==> src/rtl/hss_pkg.sv <==
package hss_pkg;

    localparam int SPR_W    = 13;
    localparam int PCT_W    = 16;
    localparam int MAG_W    = 7;
    localparam int DIV_W    = 20;
    localparam int PERIOD_W = 20;
    localparam int COUNT_W  = 19;
    localparam int IDX_W    = 3;
    localparam int CNT_W    = 5;
    localparam int MUL_STEPS = MAG_W;
    localparam int DIV_STEPS = DIV_W;

    localparam logic [SPR_W-1:0]   SPR_RESET  = 13'd200;
    localparam logic [MAG_W-1:0]   PCT_LIMIT  = 7'd100;
    localparam logic [COUNT_W-1:0] PERIOD_MAX = 19'd524287;

    typedef enum logic [1:0] {
        OP_TICK  = 2'd0,
        OP_SPEED = 2'd1,
        OP_POWER = 2'd2
    } op_t;

    typedef enum logic [0:0] {
        ST_IDLE = 1'b0,
        ST_CALC = 1'b1
    } state_t;

    typedef enum logic [1:0] {
        MD_IDLE = 2'd0,
        MD_MUL  = 2'd1,
        MD_DIV  = 2'd2,
        MD_DONE = 2'd3
    } md_state_t;

    typedef struct packed {
        logic b_enable;
        logic b_phase;
        logic a_enable;
        logic a_phase;
    } pins_t;

    typedef struct packed {
        logic                tick;
        logic                power;
        logic                power_on;
        logic                load;
        logic [PERIOD_W-1:0] period;
    } phase_ctrl_t;

    typedef struct packed {
        pins_t pins;
        logic  stepped;
    } result_t;

    function automatic logic [3:0] drive_mask(input logic [IDX_W-1:0] idx);
        logic [3:0] m;
        case (idx)
            3'd0:    m = 4'hB;
            3'd1:    m = 4'hF;
            3'd2:    m = 4'hE;
            3'd3:    m = 4'hF;
            3'd4:    m = 4'hB;
            3'd5:    m = 4'hF;
            3'd6:    m = 4'hE;
            3'd7:    m = 4'hF;
            default: m = 4'hF;
        endcase
        return m;
    endfunction

    function automatic logic [3:0] drive_level(input logic [IDX_W-1:0] idx);
        logic [3:0] l;
        case (idx)
            3'd0:    l = 4'h3;
            3'd1:    l = 4'hF;
            3'd2:    l = 4'hC;
            3'd3:    l = 4'hE;
            3'd4:    l = 4'h2;
            3'd5:    l = 4'hA;
            3'd6:    l = 4'h8;
            3'd7:    l = 4'hB;
            default: l = 4'h0;
        endcase
        return l;
    endfunction

endpackage

==> src/rtl/hss_muldiv.sv <==
module hss_muldiv #(
    parameter int SCALED_TICK_RATE = 300000
) (
    input  logic                        clk,
    input  logic                        rst_n,
    input  logic                        start,
    input  logic [hss_pkg::SPR_W-1:0]   spr,
    input  logic [hss_pkg::MAG_W-1:0]   mag,
    output logic                        done,
    output logic [hss_pkg::COUNT_W-1:0] quotient
);
    import hss_pkg::*;

    localparam logic [DIV_W-1:0] RATE_VAL = DIV_W'(SCALED_TICK_RATE);

    md_state_t         state_reg, state_next;
    logic [CNT_W-1:0]  cnt_reg, cnt_next;
    logic [MAG_W-1:0]  mpl_reg, mpl_next;
    logic [DIV_W-1:0]  mcand_reg, mcand_next;
    logic [DIV_W-1:0]  prod_reg, prod_next;
    logic [DIV_W-1:0]  rem_reg, rem_next;
    logic [DIV_W-1:0]  quo_reg, quo_next;
    logic [DIV_W-1:0]  prod_add;
    logic [DIV_W:0]    rem_shift;
    logic              rem_ge;
    logic              last_step;

    assign prod_add  = mpl_reg[0] ? prod_reg + mcand_reg : prod_reg;
    assign rem_shift = {rem_reg, quo_reg[DIV_W-1]};
    assign rem_ge    = rem_shift >= {1'b0, prod_reg};
    assign last_step = (state_reg == MD_MUL) ? (cnt_reg == CNT_W'(MUL_STEPS - 1))
                                             : (cnt_reg == CNT_W'(DIV_STEPS - 1));

    always_comb
    begin
        state_next = state_reg;
        case (state_reg)
            MD_IDLE:
            begin
                if (start)
                    state_next = MD_MUL;
            end
            MD_MUL:
            begin
                if (last_step)
                    state_next = (prod_add == '0) ? MD_DONE : MD_DIV;
            end
            MD_DIV:
            begin
                if (last_step)
                    state_next = MD_DONE;
            end
            MD_DONE:
                state_next = MD_IDLE;
            default:
                state_next = MD_IDLE;
        endcase
    end

    always_comb
    begin
        cnt_next   = cnt_reg;
        mpl_next   = mpl_reg;
        mcand_next = mcand_reg;
        prod_next  = prod_reg;
        rem_next   = rem_reg;
        quo_next   = quo_reg;
        case (state_reg)
            MD_IDLE:
            begin
                cnt_next   = '0;
                mpl_next   = mag;
                mcand_next = DIV_W'(spr);
                prod_next  = '0;
                rem_next   = '0;
                quo_next   = RATE_VAL;
            end
            MD_MUL:
            begin
                prod_next  = prod_add;
                mcand_next = {mcand_reg[DIV_W-2:0], 1'b0};
                mpl_next   = {1'b0, mpl_reg[MAG_W-1:1]};
                cnt_next   = last_step ? '0 : cnt_reg + 1'b1;
                if (last_step && prod_add == '0)
                    quo_next = '0;
            end
            MD_DIV:
            begin
                rem_next = rem_ge ? DIV_W'(rem_shift - {1'b0, prod_reg})
                                  : rem_shift[DIV_W-1:0];
                quo_next = {quo_reg[DIV_W-2:0], rem_ge};
                cnt_next = cnt_reg + 1'b1;
            end
            default:
            begin
                cnt_next = '0;
            end
        endcase
    end

    always_ff @(posedge clk or negedge rst_n)
    begin
        if (!rst_n)
        begin
            state_reg <= MD_IDLE;
            cnt_reg   <= '0;
        end
        else
        begin
            state_reg <= state_next;
            cnt_reg   <= cnt_next;
        end
    end

    always_ff @(posedge clk)
    begin
        mpl_reg   <= mpl_next;
        mcand_reg <= mcand_next;
        prod_reg  <= prod_next;
        rem_reg   <= rem_next;
        quo_reg   <= quo_next;
    end

    assign done     = (state_reg == MD_DONE);
    assign quotient = (quo_reg > DIV_W'(PERIOD_MAX)) ? PERIOD_MAX : quo_reg[COUNT_W-1:0];

endmodule

==> src/rtl/hss_phase.sv <==
module hss_phase (
    input  logic                 clk,
    input  logic                 rst_n,
    input  hss_pkg::phase_ctrl_t ctrl,
    output hss_pkg::pins_t       pins_next_out,
    output logic                 stepped
);
    import hss_pkg::*;

    logic [PERIOD_W-1:0] period_reg, period_next;
    logic [COUNT_W-1:0]  count_reg, count_next;
    logic [IDX_W-1:0]    idx_reg, idx_next;
    logic [3:0]          pins_reg, pins_next;
    logic [COUNT_W-1:0]  mag;
    logic [3:0]          m;

    assign mag = period_reg[PERIOD_W-1] ? COUNT_W'(-period_reg) : period_reg[COUNT_W-1:0];

    always_comb
    begin
        period_next = period_reg;
        count_next  = count_reg;
        idx_next    = idx_reg;
        pins_next   = pins_reg;
        stepped     = 1'b0;
        m           = '0;
        if (ctrl.tick && period_reg != '0)
        begin
            if (count_reg >= mag)
            begin
                count_next = '0;
                stepped    = 1'b1;
                idx_next   = period_reg[PERIOD_W-1] ? idx_reg + 3'd1 : idx_reg + 3'd7;
                m          = drive_mask(idx_next);
                pins_next  = (pins_reg & ~m) | (drive_level(idx_next) & m);
            end
            else
            begin
                count_next = count_reg + 1'b1;
            end
        end
        if (ctrl.power)
            pins_next = ctrl.power_on ? (pins_reg | 4'hA) : (pins_reg & 4'h5);
        if (ctrl.load && ctrl.period != period_reg)
        begin
            period_next = ctrl.period;
            count_next  = '0;
        end
    end

    always_ff @(posedge clk or negedge rst_n)
    begin
        if (!rst_n)
        begin
            period_reg <= '0;
            count_reg  <= '0;
            idx_reg    <= '0;
            pins_reg   <= '0;
        end
        else
        begin
            period_reg <= period_next;
            count_reg  <= count_next;
            idx_reg    <= idx_next;
            pins_reg   <= pins_next;
        end
    end

    assign pins_next_out = pins_t'(pins_next);

endmodule

==> src/rtl/half_step_stepper_sequencer_core.sv <==
// Half-step sequencer for a bipolar stepper on two H-bridges. Each request on the
// s_ channel yields one response on m_ carrying the four pin levels after the request
// and a stepped flag. Tick, set-power and unused opcodes are resolved in the accepting
// cycle and the response passes through the result and output registers to m_; no new
// request is taken while the result register is full. A set-speed request holds off
// further requests through a bit-serial shift-add multiply of steps_per_rev by the
// clamped percent magnitude, a restoring divide of SCALED_TICK_RATE, one quotient bit
// per cycle, and a done state; its response then passes through the same two response
// registers. A zero divisor skips the divide. A stalled m_ side adds its stall. One
// response can wait in the output register while the next request is taken.
module half_step_stepper_sequencer_core #(
    parameter int SCALED_TICK_RATE = 300000
) (
    input  logic        clk,
    input  logic        rst_n,
    input  logic        s_tvalid,
    output logic        s_tready,
    input  logic [23:0] s_tdata,   // speed_percent[15:0], power_on[16], zero pad
    input  logic [1:0]  s_tuser,   // opcode[1:0]
    output logic        m_tvalid,
    input  logic        m_tready,
    output logic [7:0]  m_tdata,   // a_phase, a_enable, b_phase, b_enable, stepped, zero pad
    input  logic        psel,
    input  logic        penable,
    input  logic        pwrite,
    input  logic [2:0]  paddr,
    input  logic [31:0] pwdata,
    output logic [31:0] prdata,
    output logic        pready
);
    import hss_pkg::*;

    state_t              state_reg, state_next;
    logic [SPR_W-1:0]    spr_reg;
    logic                neg_reg, neg_next;
    logic                res_valid_reg, res_valid_next;
    result_t             res_reg, res_next;
    logic                out_valid_reg, out_valid_next;
    result_t             out_reg, out_next;
    logic                accept;
    logic                md_start;
    logic                md_done;
    logic [COUNT_W-1:0]  md_quo;
    logic [MAG_W-1:0]    pct_mag;
    logic signed [PCT_W-1:0] pct;
    phase_ctrl_t         ctrl;
    pins_t               pins_next;
    logic                stepped;
    logic                move;
    logic                reg_sel;

    assign pct     = signed'(s_tdata[PCT_W-1:0]);
    assign pct_mag = (pct > signed'(PCT_W'(PCT_LIMIT)) || pct < -signed'(PCT_W'(PCT_LIMIT)))
                     ? PCT_LIMIT : MAG_W'(pct[PCT_W-1] ? -pct : pct);

    assign s_tready = (state_reg == ST_IDLE) && !res_valid_reg;
    assign accept   = s_tvalid && s_tready;

    always_comb
    begin
        state_next = state_reg;
        case (state_reg)
            ST_IDLE:
            begin
                if (accept && s_tuser == OP_SPEED)
                    state_next = ST_CALC;
            end
            ST_CALC:
            begin
                if (md_done)
                    state_next = ST_IDLE;
            end
            default:
                state_next = ST_IDLE;
        endcase
    end

    always_comb
    begin
        md_start      = 1'b0;
        ctrl          = '0;
        ctrl.power_on = s_tdata[PCT_W];
        ctrl.period   = neg_reg ? -PERIOD_W'(md_quo) : PERIOD_W'(md_quo);
        neg_next      = neg_reg;
        res_valid_next = res_valid_reg;
        res_next      = res_reg;
        case (state_reg)
            ST_IDLE:
            begin
                if (accept)
                begin
                    case (s_tuser)
                        OP_TICK:  ctrl.tick  = 1'b1;
                        OP_POWER: ctrl.power = 1'b1;
                        default:  ctrl.tick  = 1'b0;
                    endcase
                    if (s_tuser == OP_SPEED)
                    begin
                        md_start = 1'b1;
                        neg_next = pct[PCT_W-1];
                    end
                    else
                    begin
                        res_valid_next = 1'b1;
                        res_next       = '{pins: pins_next, stepped: stepped};
                    end
                end
            end
            ST_CALC:
            begin
                if (md_done)
                begin
                    ctrl.load      = 1'b1;
                    res_valid_next = 1'b1;
                    res_next       = '{pins: pins_next, stepped: 1'b0};
                end
            end
            default:
                md_start = 1'b0;
        endcase
        if (move)
            res_valid_next = 1'b0;
    end

    assign move           = res_valid_reg && (!out_valid_reg || m_tready);
    assign out_valid_next = move ? 1'b1 : (m_tready ? 1'b0 : out_valid_reg);
    assign out_next       = move ? res_reg : out_reg;

    hss_muldiv #(
        .SCALED_TICK_RATE(SCALED_TICK_RATE)
    ) u_muldiv (
        .clk      (clk),
        .rst_n    (rst_n),
        .start    (md_start),
        .spr      (spr_reg),
        .mag      (pct_mag),
        .done     (md_done),
        .quotient (md_quo)
    );

    hss_phase u_phase (
        .clk           (clk),
        .rst_n         (rst_n),
        .ctrl          (ctrl),
        .pins_next_out (pins_next),
        .stepped       (stepped)
    );

    assign reg_sel = (paddr[2] == 1'b0);

    always_ff @(posedge clk or negedge rst_n)
    begin
        if (!rst_n)
        begin
            state_reg     <= ST_IDLE;
            spr_reg       <= SPR_RESET;
            res_valid_reg <= 1'b0;
            out_valid_reg <= 1'b0;
        end
        else
        begin
            state_reg     <= state_next;
            res_valid_reg <= res_valid_next;
            out_valid_reg <= out_valid_next;
            if (psel && penable && pwrite && pready && reg_sel)
                spr_reg <= pwdata[SPR_W-1:0];
        end
    end

    always_ff @(posedge clk)
    begin
        neg_reg <= neg_next;
        res_reg <= res_next;
        out_reg <= out_next;
    end

    assign pready   = 1'b1;
    assign prdata   = reg_sel ? {{(32-SPR_W){1'b0}}, spr_reg} : 32'd0;
    assign m_tvalid = out_valid_reg;
    assign m_tdata  = {3'b000, out_reg.stepped, out_reg.pins.b_enable, out_reg.pins.b_phase,
                       out_reg.pins.a_enable, out_reg.pins.a_phase};

endmodule

==> config.mk <==
export PLATFORM = sky130hd
export DESIGN_NAME = half_step_stepper_sequencer_core
export DESIGN_NICKNAME = d
export VERILOG_FILES = /design/src/rtl/hss_pkg.sv /design/src/rtl/hss_muldiv.sv /design/src/rtl/hss_phase.sv /design/src/rtl/half_step_stepper_sequencer_core.sv
export SDC_FILE = /design/constraint.sdc
export NUM_CORES = 1
export LEC_CHECK = 0
export ABC_AREA = 1
export BUFFER_PORTS_ARGS = -buffer_cell sky130_fd_sc_hd__clkbuf_2
export CAP_MARGIN = 20
export CORE_MARGIN = 2
export CORE_UTILIZATION = 58
export DETAILED_ROUTE_END_ITERATION = 16
export PLACE_DENSITY = 0.9
export SLEW_MARGIN = 20
export SYNTH_ARGS = -nofsm -noshare
export SYNTH_HDL_FRONTEND = slang
export SYNTH_SLANG_ARGS = --single-unit
==> constraint.sdc <==
create_clock -name clk -period 4.62 [get_ports clk]
set_clock_uncertainty 0.1 [all_clocks]
set_input_delay 0.231 -clock clk [delete_from_list [all_inputs] [get_ports clk]]
set_output_delay 0.231 -clock clk [all_outputs]
set_load 0.05 [all_outputs]
==> flow_summary.ini <==
[outcome]
outcome = complete, no violations

[sta]
rsz0062_at_grt = no
finalHoldViolCount = 0
setup_tns_ps = 0
min_period_ps = 4170
setup_ws_ps = 446
finalCritPeriodShare_pct = 90.3
hold_ws_ps = 49.6
relSlewSlack_pct = 37.0
drv_slew = 0
setup_viol = 0
worst_pin_slew_ps = 945
max_freq_mhz = 240

[drt]
via_per_inst = 5.56
first_pass_iters = 5
drc = 0
antenna_left = 0
dr_total_vias = 11200
wl_um = 28400
drtIter0Drc = 1097
wl_per_cell_um = 14.1

[power_and_ir_drop]
pwr-share-seq_pct = 28.8
power.internal_mw = 5.30
p_leak_nw = 6.65
p_switching_mw = 5.22
power_density_nw_per_um2 = 783
comb_power_share_pct = 57.5
switching_share_pct = 49.6
pwr-share-clk_pct = 13.7
vdd_drop_max_v = 0.000396

[worst_setup_path]
cp-end-kind = flop
path_cells = inv_1, ha_1, nand3_1, nor3_1, nand3_1, nor3_2, nand3_1, nor2_1, nand2_1, o21ai_0, xor2_1, inv_1, ha_1, nand2_1, inv_1, nand3_1, nor3_2, nand3_1, nand4_1, nand2_2, or2_2, o21ai_0, inv_1
crit_family = simple AND/OR/NAND/NOR gates
cp_slowest_cell = dfrtp_1
cp_num_buf_inv = 4
worstPathMaxFanout = 8
crit_type = flop to flop
path_common_cell = nand3_1
required_ps = 4720
crit_path_max_incr_delay_ps = 440
worstPathArrival_ps = 4270
crit_path_start_kind = flop

[synth]
synth-adder-area-share_pct = 7.85
yosysSeqAreaShare_pct = 38.2
muxShareOfSynthArea_pct = 0.164
syn_inst = 1655
synth_xor_xnor_area_share_pct = 3.76
avgSynthCellArea_sq_um = 7.39
yosys_warnings = 0
yosys.area_share.simple_pct = 27.8
synth_compound_gate_area_share_pct = 11.6
synthesis.area_sq_um = 12200
yosys.area.top_type = edfxtp_1
synth_top_family_by_area = simple AND/OR/NAND/NOR gates
post-synth-top-area-fraction_pct = 24.0
ys_top_cells_by_area = edfxtp_1 (24%), dfrtp_1 (13%), nand2_1 (13%)
synthFlopType = edfxtp_1
yosysUniqueCellTypes = 49
synth_edf_count = 98
synthArstFlopShare_pct = 41.3
ys_ff_latch = 167

[clock_network]
clk-insertion-delay-late_ps = 440
clkTransAtPathRegs_ps = 80
cts_buffers = 17
clock_tree.root_cell = clkbuf_16
cts_sinks = 167
cts_setup_buffers = 0
clk_path_buf_depth = 2
h-tree-depth = 4
cts_tree = yes

[finish]
final_common_cell = nand2_1
drive_gt1_share_pct = 8.27
nNetsFinal = 1860
fin_cells = 2005
areaGrowthSynthToFinish_pct = 9.89
mostFrequentLayoutCells = nand2_1 (411), inv_1 (240), nor2_1 (157), a21oi_1 (115), nand3_1 (113)
antenna_cells = 0

[global_routing]
grt_max_degree = 70
grt_pass1_vias = 10400
track_usage_pct = 26.1
grt_pass1_wl_um = 47300
gr-total-overflow = 0
antenna_found_initial = 0

[job]
cap_violations = 0

[place]
place_ws_ps = 380
dpl.cell_count = 1957
detailed_place_hpwl_um = 20000
gp_congestion = 0.898
portBuffers = 59

[die]
start_util_pct = 58.6
num_io_pins = 111
die_h_um = 149
dieArea_sq_um = 22300
die_w_um = 149
num_rows = 53
coreArea_sq_um = 20900

[hold_path]
hold_path_class = input port to flop
[final timing paths]
path | endpoint | startpoint | slack [ps] | depth (start not counted)
worst max-delay path | res_reg[3]$_DFFE_PP_ | u_phase.period_reg[0]$_DFFE_PN0P_ | 450 | 23
worst min-delay path | neg_reg$_DFFE_PP_ | s_tdata[15] | 50 | 1
worst max register to register | res_reg[3]$_DFFE_PP_ | u_phase.period_reg[0]$_DFFE_PN0P_ | 450 | 23
worst min register to register | m_tdata[0]$_DFFE_PP_ | res_reg[1]$_DFFE_PP_ | 320 | 0
max in group asynchronous | spr_reg[2]$_DFFE_PN0P_ | rst_n | 3390 | 3
min in group asynchronous | u_phase.count_reg[3]$_DFFE_PN0P_ | rst_n | 440 | 3
[timing repair]
| action | in CTS | in global routing |
|---|---|---|
| resized for setup | 0 | 4 |
| endpoints found under the hold margin | 81 | 0 |
| hold buffers | 16 | 0 |
| endpoints found under the setup margin | 0 | 6 |
[layout make-up]
type | count | area [sq um]
flip-flops and latches | 167 | 4670
clock inverters | 14 | 163
clock buffers | 18 | 429
repair buffers | 86 | 538
fillers | 1637 | 7440
well taps | 275 | 344
inverters | 244 | 918
multi-input cells | 1201 | 6380
[cell usage after synthesis (7+ instances only)]
| cell | number |
|---|---|
| a21oi_1 | 115 |
| a22oi_1 | 7 |
| a31oi_1 | 8 |
| buf_4 | 23 |
| clkbuf_1 | 27 |
| dfrtp_1 | 66 |
| edfxtp_1 | 98 |
| ha_1 | 72 |
| inv_1 | 240 |
| nand2_1 | 413 |
| nand3_1 | 113 |
| nand3b_1 | 18 |
| nand4_1 | 25 |
| nor2_1 | 157 |
| nor2_2 | 11 |
| nor3_1 | 32 |
| nor4_1 | 7 |
| o21ai_0 | 94 |
| xnor2_1 | 14 |
| xor2_1 | 36 |
[cells by family after synthesis]
| family | Yosys count |
|---|---|
| compound gates | 258 |
| xor+xnor | 51 |
| fa+ha+maj | 75 |
| buf+inv | 308 |
| flops | 167 |
| mux | 2 |
| other cells | 2 |
| simple gates | 792 |
[per-layer routing]
metal  up-vias  GRT usage (%)  routed length [um]
met5         -              0                   0
met4         0           7.76                 571
met3        55           4.07                1770
met2       427           45.4               13900
met1      5154           33.5               12200
li1       5515              -                   -
[power by group through the flow]
stage	sequential [mW]	combinational, mW	clock [mW]
after detailed placement	3.04	5.84	0
after global routing	3.11	6.83	1.52
after global placement	3.00	5.60	0
final	3.03	6.06	1.44
after floorplan	2.90	4.66	0
after CTS	3.01	5.96	1.44
[metrics by stage]
step / power [mW] / area, sq um / util, %
2_1_floorplan: 7.56 / 12300 / -
3_3_place_gp: 8.60 / 12700 / 60.7
3_5_place_dp: 8.88 / 12700 / 60.7
4_1_cts: 10.4 / 13400 / 64.3
5_1_grt: 11.5 / 13400 / 64.4
6_report: 10.5 / 13400 / 64.4
Note: power is estimated with default switching activity, not from simulation.
